<file path="config.mk">
export PLATFORM = sky130hd
export DESIGN_NAME = websocket_frame_parser_flat
export DESIGN_NICKNAME = d
export VERILOG_FILES = /design/src/hw/rtl/wsfp_pkg.sv /design/src/hw/rtl/wsfp_stream_if.sv /design/src/hw/rtl/wsfp_parse_core.sv /design/src/hw/rtl/websocket_frame_parser.sv /design/src/flat_wrapper.sv
export SDC_FILE = /design/constraint.sdc
export NUM_CORES = 1
export LEC_CHECK = 0
export ABC_AREA = 1
export BUFFER_PORTS_ARGS = -buffer_cell sky130_fd_sc_hd__buf_2
export CORE_AREA = 2 2 84 167
export CTS_CLUSTER_SIZE = 28
export DETAILED_ROUTE_END_ITERATION = 10
export DIE_AREA = 0 0 86 169
export PLACE_DENSITY = 0.79
export SLEW_MARGIN = 10
export SYNTH_ARGS = -nofsm -noshare
export SYNTH_HDL_FRONTEND = slang
export SYNTH_SLANG_ARGS = --single-unit
</file>
<file path="constraint.sdc">
create_clock -name clock -period 3.8 [get_ports clock]
set_input_delay 0 -clock clock [delete_from_list [all_inputs] [get_ports clock]]
set_output_delay 0 -clock clock [all_outputs]
set_load 0.1 [all_outputs]
</file>
<file path="src/hw/rtl/wsfp_pkg.sv">
// Types and constants shared by the WebSocket frame parser files.
`timescale 1ns / 1ps

package wsfp_pkg;

   // Parser phase, one per header field plus payload and finished.
   typedef enum logic [2:0] {
      PH_OPCODE  = 3'd0,
      PH_LEN7    = 3'd1,
      PH_LEN16   = 3'd2,
      PH_LEN64   = 3'd3,
      PH_KEY     = 3'd4,
      PH_PAYLOAD = 3'd5,
      PH_DONE    = 3'd6
   } phase_type;

   // Result kinds.
   localparam logic [1:0] KIND_HEADER  = 2'd0;
   localparam logic [1:0] KIND_PAYLOAD = 2'd1;
   localparam logic [1:0] KIND_IGNORED = 2'd2;
   localparam logic [1:0] KIND_ERROR   = 2'd3;

   // Error codes.
   localparam logic [1:0] ERR_NONE   = 2'd0;
   localparam logic [1:0] ERR_OPCODE = 2'd1;
   localparam logic [1:0] ERR_LENGTH = 2'd2;

   // Input actions.
   localparam logic ACT_BYTE   = 1'b0;
   localparam logic ACT_RESUME = 1'b1;

   // Opcodes that are legal on the wire.
   localparam logic [3:0] OP_CONT   = 4'h0;
   localparam logic [3:0] OP_TEXT   = 4'h1;
   localparam logic [3:0] OP_BINARY = 4'h2;
   localparam logic [3:0] OP_CLOSE  = 4'h8;
   localparam logic [3:0] OP_PING   = 4'h9;
   localparam logic [3:0] OP_PONG   = 4'hA;

   // Length escape codes in the 7-bit length field.
   localparam logic [6:0] LEN_ESC16 = 7'd126;
   localparam logic [6:0] LEN_ESC64 = 7'd127;

   // Header counts that close the 16-bit extended length and key fields.
   localparam logic [2:0] LEN16_BYTES = 3'd2;
   localparam logic [2:0] KEY_BYTES   = 3'd4;

   localparam logic [31:0] MAX_LEN_RESET = 32'd1024;

   typedef struct packed {
      logic       ctrl;
      logic       mask;
      logic       fin;
      logic [3:0] opcode;
   } frame_flags_type;

   typedef struct packed {
      logic       action;
      logic [7:0] data_byte;
   } req_type;

   typedef struct packed {
      logic [1:0] kind;
      logic [7:0] payload_byte;
      logic [3:0] opcode;
      logic       is_control;
      logic       fin;
      logic       frame_end;
      logic       message_end;
      logic [1:0] error_code;
   } rsp_type;

endpackage

</file>
<file path="src/hw/rtl/wsfp_stream_if.sv">
// Valid/ready stream interface carrying one payload beat.
`timescale 1ns / 1ps

interface wsfp_stream_if #(
   parameter type payload_type = logic
);
   logic        valid;
   logic        ready;
   payload_type payload;

   modport source (output valid, output payload, input ready);
   modport sink   (input valid, input payload, output ready);
endinterface

</file>
<file path="src/hw/rtl/wsfp_parse_core.sv">
// Frame parser state and per-beat next-state / result logic.
`timescale 1ns / 1ps

module wsfp_parse_core (
   input  logic             clock,
   input  logic             reset,
   input  logic             step_valid,
   input  wsfp_pkg::req_type step_req,
   input  logic [31:0]      max_len,
   output wsfp_pkg::rsp_type step_rsp
);
   import wsfp_pkg::*;

   phase_type       phase_ff, phase_in;
   logic [2:0]      hcount_ff, hcount_in;
   frame_flags_type flags_ff, flags_in;
   logic [31:0]     len_ff, len_in;     // length, then bytes left in payload
   logic            ovf_ff, ovf_in;     // bits shifted out above 32
   logic [1:0]      pos_ff, pos_in;
   logic [7:0]      key_ff [4];
   logic            key_we;

   logic [7:0]  b;
   logic [2:0]  hcount_inc;
   logic        len_check;
   logic        start;
   logic [31:0] len_val;
   logic        ovf_val;
   logic        frame_done;
   logic [1:0]  kind;
   logic [7:0]  out_byte;
   logic        err_fe;
   logic        err_me;
   logic [1:0]  err_code;

   assign b          = step_req.data_byte;
   assign hcount_inc = hcount_ff + 3'd1;

   always_comb begin
      phase_in   = phase_ff;
      hcount_in  = hcount_ff;
      flags_in   = flags_ff;
      len_in     = len_ff;
      ovf_in     = ovf_ff;
      pos_in     = pos_ff;
      key_we     = 1'b0;
      len_check  = 1'b0;
      start      = 1'b0;
      len_val    = len_ff;
      ovf_val    = ovf_ff;
      frame_done = 1'b0;
      kind       = KIND_HEADER;
      out_byte   = 8'd0;
      err_fe     = 1'b0;
      err_me     = 1'b0;
      err_code   = ERR_NONE;

      if (step_req.action == ACT_RESUME) begin
         phase_in  = PH_OPCODE;
         hcount_in = 3'd0;
      end else begin
         case (phase_ff)
            PH_OPCODE: begin
               flags_in.opcode = b[3:0];
               flags_in.fin    = b[7];
               flags_in.mask   = 1'b0;
               flags_in.ctrl   = (b[3:0] inside {OP_CLOSE, OP_PING, OP_PONG});
               if (b[3:0] inside {OP_CONT, OP_TEXT, OP_BINARY,
                                  OP_CLOSE, OP_PING, OP_PONG}) begin
                  phase_in  = PH_LEN7;
                  hcount_in = 3'd0;
                  len_in    = 32'd0;
                  ovf_in    = 1'b0;
               end else begin
                  phase_in = PH_DONE;
                  kind     = KIND_ERROR;
                  err_code = ERR_OPCODE;
               end
            end
            PH_LEN7: begin
               flags_in.mask = flags_ff.mask | b[7];
               hcount_in     = 3'd0;
               len_in        = 32'd0;
               ovf_in        = 1'b0;
               if (b[6:0] == LEN_ESC16) begin
                  phase_in = PH_LEN16;
               end else if (b[6:0] == LEN_ESC64) begin
                  phase_in = PH_LEN64;
               end else begin
                  len_check = 1'b1;
                  len_val   = {25'd0, b[6:0]};
                  ovf_val   = 1'b0;
               end
            end
            PH_LEN16, PH_LEN64: begin
               len_val   = {len_ff[23:0], b};
               ovf_val   = ovf_ff | (len_ff[31:24] != 8'd0);
               len_in    = len_val;
               ovf_in    = ovf_val;
               hcount_in = hcount_inc;
               if ((phase_ff == PH_LEN16 && hcount_inc >= LEN16_BYTES) ||
                   (phase_ff == PH_LEN64 && hcount_inc == 3'd0)) begin
                  len_check = 1'b1;
               end
            end
            PH_KEY: begin
               key_we    = 1'b1;
               hcount_in = hcount_inc;
               if (hcount_inc >= KEY_BYTES) begin
                  start = 1'b1;
               end
            end
            PH_PAYLOAD: begin
               kind     = KIND_PAYLOAD;
               out_byte = flags_ff.mask ? (b ^ key_ff[pos_ff]) : b;
               pos_in   = pos_ff + 2'd1;
               len_in   = len_ff - 32'd1;
               if (len_ff == 32'd1) begin
                  frame_done = 1'b1;
               end
            end
            default: begin
               kind = KIND_IGNORED;
            end
         endcase

         // Length known: check against the limit, then key or payload.
         if (len_check) begin
            hcount_in = 3'd0;
            len_in    = len_val;
            ovf_in    = ovf_val;
            if (ovf_val || (len_val > max_len)) begin
               phase_in = PH_DONE;
               kind     = KIND_ERROR;
               err_code = ERR_LENGTH;
            end else if (flags_in.mask) begin
               phase_in = PH_KEY;
            end else begin
               start = 1'b1;
            end
         end

         // Header complete: enter payload or end an empty frame.
         if (start) begin
            hcount_in = 3'd0;
            pos_in    = 2'd0;
            if (len_val == 32'd0) begin
               frame_done = 1'b1;
            end else begin
               phase_in = PH_PAYLOAD;
            end
         end

         if (frame_done) begin
            err_fe = 1'b1;
            if (flags_in.ctrl || flags_in.fin) begin
               err_me   = 1'b1;
               phase_in = PH_DONE;
            end else begin
               phase_in = PH_OPCODE;
            end
         end
      end

      step_rsp.kind         = kind;
      step_rsp.payload_byte = out_byte;
      step_rsp.opcode       = flags_in.opcode;
      step_rsp.is_control   = flags_in.ctrl;
      step_rsp.fin          = flags_in.fin;
      step_rsp.frame_end    = err_fe;
      step_rsp.message_end  = err_me;
      step_rsp.error_code   = err_code;
   end

   always_ff @(posedge clock) begin
      if (reset) begin
         phase_ff  <= PH_OPCODE;
         hcount_ff <= 3'd0;
         flags_ff  <= '0;
      end else if (step_valid) begin
         phase_ff  <= phase_in;
         hcount_ff <= hcount_in;
         flags_ff  <= flags_in;
      end
   end

   always_ff @(posedge clock) begin
      if (step_valid) begin
         len_ff <= len_in;
         ovf_ff <= ovf_in;
         pos_ff <= pos_in;
         if (key_we) begin
            key_ff[hcount_ff[1:0]] <= b;
         end
      end
   end

   a_payload_nonempty : assert property (@(posedge clock) disable iff (reset)
      phase_ff == PH_PAYLOAD |-> len_ff != 32'd0)
      else $error("payload phase with no bytes left");

   a_key_count : assert property (@(posedge clock) disable iff (reset)
      phase_ff == PH_KEY |-> hcount_ff < KEY_BYTES)
      else $error("key byte count out of range");

   a_len_in_range : assert property (@(posedge clock) disable iff (reset)
      phase_ff == PH_PAYLOAD |-> (!ovf_ff && len_ff <= max_len) || $past(step_valid))
      else $error("payload length left exceeds the limit");

endmodule

</file>
<file path="src/hw/rtl/websocket_frame_parser.sv">
// Top level of the WebSocket (RFC 6455) receive-side frame parser.
`timescale 1ns / 1ps

// Usage
//   req_bus  : sink beats of {action, data_byte}. action 0 carries one
//              received byte, action 1 resumes parsing at the opcode byte.
//   rsp_bus  : source beats of one result per request beat: kind, unmasked
//              payload byte, current opcode / control / FIN flags, frame end,
//              message end and error code.
//   csr_*    : write of max_payload_length (reset 1024); write only while idle.
// A request beat's result is registered and shows on rsp_bus in the cycle after
// the beat is accepted. Throughput is one beat per cycle while the receiver
// takes results, set by the single result register; header, length and unmask
// logic all fit between the parser state and that register.
// Reset clears the parser to the opcode-byte phase with all frame flags zero
// and empties the result register.
// When the receiver stalls, hold the result and drop req_bus.ready until the
// result beat is taken; ready returns in the same cycle the result drains.
// After a message end or an error, bytes return kind "ignored" until a
// resume beat arrives.
module websocket_frame_parser (
   input  logic        clock,
   input  logic        reset,
   wsfp_stream_if.sink   req_bus,
   wsfp_stream_if.source rsp_bus,
   input  logic        csr_write_enable,
   input  logic [31:0] csr_write_data
);
   import wsfp_pkg::*;

   logic        req_accept;
   logic [31:0] max_len_ff;
   logic        rsp_valid_ff;
   rsp_type     rsp_data_ff;
   rsp_type     step_rsp;
   req_type     req_beat;

   assign req_beat = req_bus.payload;

   // Take a new beat whenever the result register is empty or draining.
   assign req_bus.ready = !rsp_valid_ff || rsp_bus.ready;
   assign req_accept    = req_bus.valid && req_bus.ready;

   always_ff @(posedge clock) begin
      if (reset) begin
         max_len_ff <= MAX_LEN_RESET;
      end else if (csr_write_enable) begin
         max_len_ff <= csr_write_data;
      end
   end

   wsfp_parse_core u_core (
      .clock      (clock),
      .reset      (reset),
      .step_valid (req_accept),
      .step_req   (req_beat),
      .max_len    (max_len_ff),
      .step_rsp   (step_rsp)
   );

   // Result register: load on accept, clear once taken.
   always_ff @(posedge clock) begin
      if (reset) begin
         rsp_valid_ff <= 1'b0;
      end else if (req_accept) begin
         rsp_valid_ff <= 1'b1;
      end else if (rsp_bus.ready) begin
         rsp_valid_ff <= 1'b0;
      end
   end

   always_ff @(posedge clock) begin
      if (req_accept) begin
         rsp_data_ff <= step_rsp;
      end
   end

   assign rsp_bus.valid   = rsp_valid_ff;
   assign rsp_bus.payload = rsp_data_ff;

   a_resume_result : assert property (@(posedge clock) disable iff (reset)
      req_accept && req_beat.action == ACT_RESUME |=>
         rsp_bus.valid && rsp_bus.payload.kind == KIND_HEADER &&
         !rsp_bus.payload.frame_end && !rsp_bus.payload.message_end &&
         rsp_bus.payload.error_code == ERR_NONE)
      else $error("resume beat gave a wrong result");

   a_msg_end_frame : assert property (@(posedge clock) disable iff (reset)
      rsp_bus.valid && rsp_bus.payload.message_end |-> rsp_bus.payload.frame_end)
      else $error("message end without frame end");

   a_error_code : assert property (@(posedge clock) disable iff (reset)
      rsp_bus.valid |->
         (rsp_bus.payload.kind == KIND_ERROR) ==
         (rsp_bus.payload.error_code != ERR_NONE))
      else $error("error kind and error code disagree");

endmodule

</file>
<file path="src/flat_wrapper.sv">
// flat-port wrapper written by rule: the top's interface ports become plain ports
module websocket_frame_parser_flat import wsfp_pkg::*;
  (clock, reset, csr_write_enable, csr_write_data, req_bus_valid, req_bus_payload, req_bus_ready, rsp_bus_valid, rsp_bus_payload, rsp_bus_ready);
  wsfp_stream_if #(.payload_type(req_type)) req_bus_i ();
  wsfp_stream_if #(.payload_type(rsp_type)) rsp_bus_i ();
  input  logic clock;
  input  logic reset;
  input  logic csr_write_enable;
  input  logic [31:0] csr_write_data;
  input wire logic [$bits(req_bus_i.valid)-1:0] req_bus_valid;
  input wire logic [$bits(req_bus_i.payload)-1:0] req_bus_payload;
  output wire logic [$bits(req_bus_i.ready)-1:0] req_bus_ready;
  output wire logic [$bits(rsp_bus_i.valid)-1:0] rsp_bus_valid;
  output wire logic [$bits(rsp_bus_i.payload)-1:0] rsp_bus_payload;
  input wire logic [$bits(rsp_bus_i.ready)-1:0] rsp_bus_ready;
  assign req_bus_i.valid = req_bus_valid;
  assign req_bus_i.payload = req_bus_payload;
  assign req_bus_ready = req_bus_i.ready;
  assign rsp_bus_valid = rsp_bus_i.valid;
  assign rsp_bus_payload = rsp_bus_i.payload;
  assign rsp_bus_i.ready = rsp_bus_ready;
  websocket_frame_parser u_core (.clock(clock), .reset(reset), .req_bus(req_bus_i), .rsp_bus(rsp_bus_i), .csr_write_enable(csr_write_enable), .csr_write_data(csr_write_data));
endmodule
</file>
==> impl_metrics.json <==
{
  "instances_no_fill": 1275,
  "p_switching_mw": 1.21,
  "seqPwrFrac_pct": 41.3,
  "ys_top_cells_by_area": "edfxtp_1 33%, dfxtp_1 12%, inv_1 8.0%",
  "p_per_area_nw_per_um2": 434,
  "path_clk_slew_ns": 0.06,
  "routedWlPerCell_um": 16.3,
  "crit_fanout": 25,
  "numClockSinks": 135,
  "antenna_found_initial": 0,
  "nets": 1193,
  "grt_pass1_wl_um": 33400,
  "synth_cell_types": 41,
  "hpwl_um": 14100,
  "synth_compound_area_share_pct": 17.6,
  "synth_adder_area_share_pct": 6.24,
  "hold-worst-slack_ns": 0.0756,
  "async_flop_share_pct": 0,
  "utilization_pct": 70.2,
  "reg2reg_slack_ns": 0.29,
  "final_cell_mix": "166 x inv_1, 150 x nand2_1, 132 x nor2_1, 110 x o21ai_0, 105 x a21oi_1",
  "status": "completed",
  "drt_iter0_drc": 671,
  "cts_tree": "done",
  "ys.flop_type": "edfxtp_1",
  "synth_top_area_cell": "edfxtp_1",
  "yosysTopAreaCellShare_pct": 33.4,
  "endpoint_kind": "register",
  "initial_utilization_pct": 58.8,
  "layout_commonest_cell": "inv_1",
  "min_period_ns": 3.55,
  "rsz0062_at_grt": "no",
  "timing.rr.end": "u_core.u_core.hcount_ff[2]$_SDFFE_PP0P_",
  "power.share.clock_pct": 41.5,
  "worst_clock_skew_ns": 0.0156,
  "worstSetupPathType": "primary input to register",
  "synth_top_family_by_area": "simple AND/OR/NAND/NOR gates",
  "ys_warn_count": 0,
  "dp_cells": 1198,
  "synthesis.area_um2": 7810,
  "grt_usage_pct": 29.3,
  "ir_worst_vdd_uv": 342,
  "syn_avg_cell_area_um2": 7.85,
  "numCtsBuffers": 17,
  "startpoint_type": "primary input",
  "switching_share_pct": 30.0,
  "coreArea_um2": 13300,
  "grt_pass1_vias": 6938,
  "grt_max_degree": 50,
  "syn_to_final_growth_pct": 19.4,
  "finalSetupViolCount": 0,
  "drcViolationCount": 0,
  "worstHoldEndpoint": "u_core.u_core.key_ff[0][3]$_DFFE_PP_",
  "cell_internal_pwr_mw": 2.84,
  "syn-num-nets": 1080,
  "cap_violations": 0,
  "worstHoldStart": "req_bus_payload[3]",
  "drv_slew": 0,
  "cts_buffer_depth": 2,
  "via_per_inst": 5.73,
  "p_comb_share_pct": 17.2,
  "portBuffers": 67,
  "die-area_um2": 14500,
  "setup_ws_ns": 0.251,
  "synth_edf_count": 87,
  "via_count": 7309,
  "max_freq_mhz": 282,
  "rows": 60,
  "synth-xor-area-share_pct": 0.336,
  "ys_seq_area_share_pct": 45.7,
  "timing.rr.start": "u_core.u_core.phase_ff[1]$_SDFFE_PP0P_",
  "reg2regPathDepth": 22,
  "setup_tns_ns": 0,
  "hold_viol": 0,
  "gp_congestion": 0.934,
  "wl_um": 20800,
  "cp.arrival_ns": 3.89,
  "hold_path_class": "primary input to register",
  "io_pins": 68,
  "die_w_um": 86,
  "p_leak_nw": 4.08,
  "clk_latency_ns": 0.43,
  "syn_inst": 995,
  "die_y_um": 169,
  "cts_setup_buffers": 0,
  "htreeDepth": 4,
  "min_path_cells": 2,
  "ant_nets": 0,
  "synthMuxAreaShare_pct": 0,
  "antennaDiodeCount": 0,
  "pre_cts_ws_ns": 0.342,
  "cts_root_buffer": "clkbuf_16",
  "worstPathRequired_ns": 4.14,
  "grt-ovfl-total": 0,
  "first_pass_iters": 6,
  "worst_slew_pin_slew_ns": 1.09,
  "synth-seq-cells": 135,
  "finalCritPeriodShare_pct": 93.4,
  "relSlewSlack_pct": 27.1,
  "synth-simple-area-share_pct": 19.8,
  "drive_above_1_share_pct": 12.6
}
==> cells in the mapped netlist, types with 6 or more instances <==
library cell and instances:
a21oi_1 106, buf_6 6, clkbuf_1 17, dfxtp_1 48
edfxtp_1 87, ha_1 39, inv_1 166, nand2_1 150
nand2_2 6, nand3_1 30, nand4_1 10, nor2_1 132
nor3_1 12, o21ai_0 110, o22ai_1 17
==> flip-flops by register name (all words and copies together) (netlist names), named ones only <==
name,count
u_core.u_core.len_ff,32
u_core.u_core.ovf_ff,1
u_core.u_core.key_ff,32
u_core.rsp_bus.payload,20
u_core.u_core.hcount_ff,3
u_core.u_core.flags_ff,7
u_core.rsp_bus.valid,1
u_core.u_core.pos_ff,2
u_core.u_core.phase_ff,3
u_core.max_len_ff,32
==> power groups by stage <==
stage / combinational [mW] / clock (mW) / sequential (mW)
floorplan: 0.373 / 0 / 1.80
global placement: 0.625 / 0 / 1.70
detailed placement: 0.642 / 0 / 1.70
CTS: 0.686 / 1.69 / 1.67
global route: 0.771 / 1.75 / 1.68
finish: 0.695 / 1.68 / 1.67
==> worst max-delay path, cell delays in order <==
cell and delay (ns):
dlygate4sd3_1 0.52, buf_2 0.17, inv_1 0.14, nand2_1 0.09, nor2_1 0.05, nand2_2 0.10
nand2_2 0.08, nand2_4 0.08, nand2_4 0.18, a21oi_1 0.44, inv_1 0.12, ha_1 0.34
nand4_1 0.11, nor3_1 0.21, nand2_1 0.08, nand2_1 0.06, nand2_1 0.05, nand2_1 0.06
nand2_1 0.11, nand2_1 0.11, nand2_2 0.09, inv_1 0.11, nand3_2 0.11, o21ai_2 0.21
nand2_1 0.10, a21oi_1 0.17
==> what timing repair did <==
item                       in CTS  in global routing
hold endpoints to repair       68                  0
setup endpoints to repair       0                  3
resized for setup               0                  2
hold buffers                   46                  0
==> how the worst max path moves through the flow <==
stage | start | to | slack (ns) | cells past startpoint
5_1_grt | req_bus_payload[0] | u_core.u_core.hcount_ff[2]$_SDFFE_PP0P_ | 0.04 | 26
3_5_place_dp | u_core.u_core.phase_ff[2]$_SDFFE_PP0P_ | u_core.u_core.hcount_ff[1]$_SDFFE_PP0P_ | 0.34 | 21
6_report | req_bus_payload[0] | u_core.u_core.hcount_ff[2]$_SDFFE_PP0P_ | 0.25 | 26
3_3_place_gp | u_core.u_core.phase_ff[2]$_SDFFE_PP0P_ | u_core.u_core.hcount_ff[0]$_SDFFE_PP0P_ | 0.42 | 22
2_1_floorplan | u_core.rsp_bus.valid$_SDFFE_PP0P_ | u_core.u_core.len_ff[0]$_DFFE_PP_ | 0.18 | 5
4_1_cts | u_core.u_core.phase_ff[2]$_SDFFE_PP0P_ | u_core.u_core.hcount_ff[2]$_SDFFE_PP0P_ | 0.23 | 21
==> per-layer routing <==
layer,vias up,share of wire [%],GRT usage (%)
met5,-,0,0
met4,0,3.7,14.1
met3,58,6.8,5.12
met2,307,51,49.0
met1,3403,39,35.9
li1,3541,-,-
==> through the flow <==
stage          power (mW)  cell area [um^2]
3_5_place_dp         2.35              8270
6_report             4.05              9330
4_1_cts              4.05              9320
3_3_place_gp         2.33              8270
5_1_grt              4.20              9330
2_1_floorplan        2.17              7820
==> cells by family (layout without fill, tap and decap cells) <==
kind of cell    count (synthesis)  in the layout
xor+xnor                        3              3
compound gates                256            256
flops                         135            135
simple gates                  362            362
fa+ha+maj                      39             39
buf+inv                       200            325
==> final cells by class <==
cell class,count,area [um^2]
fillers,1038,3960
flip-flops and latches,135,3570
multi-input cells,660,3440
repair buffers,124,891
inverters,170,638
clock buffers,18,429
well taps,155,194
clock inverters,13,159
No activity file was read; power rests on OpenSTA's default activity.
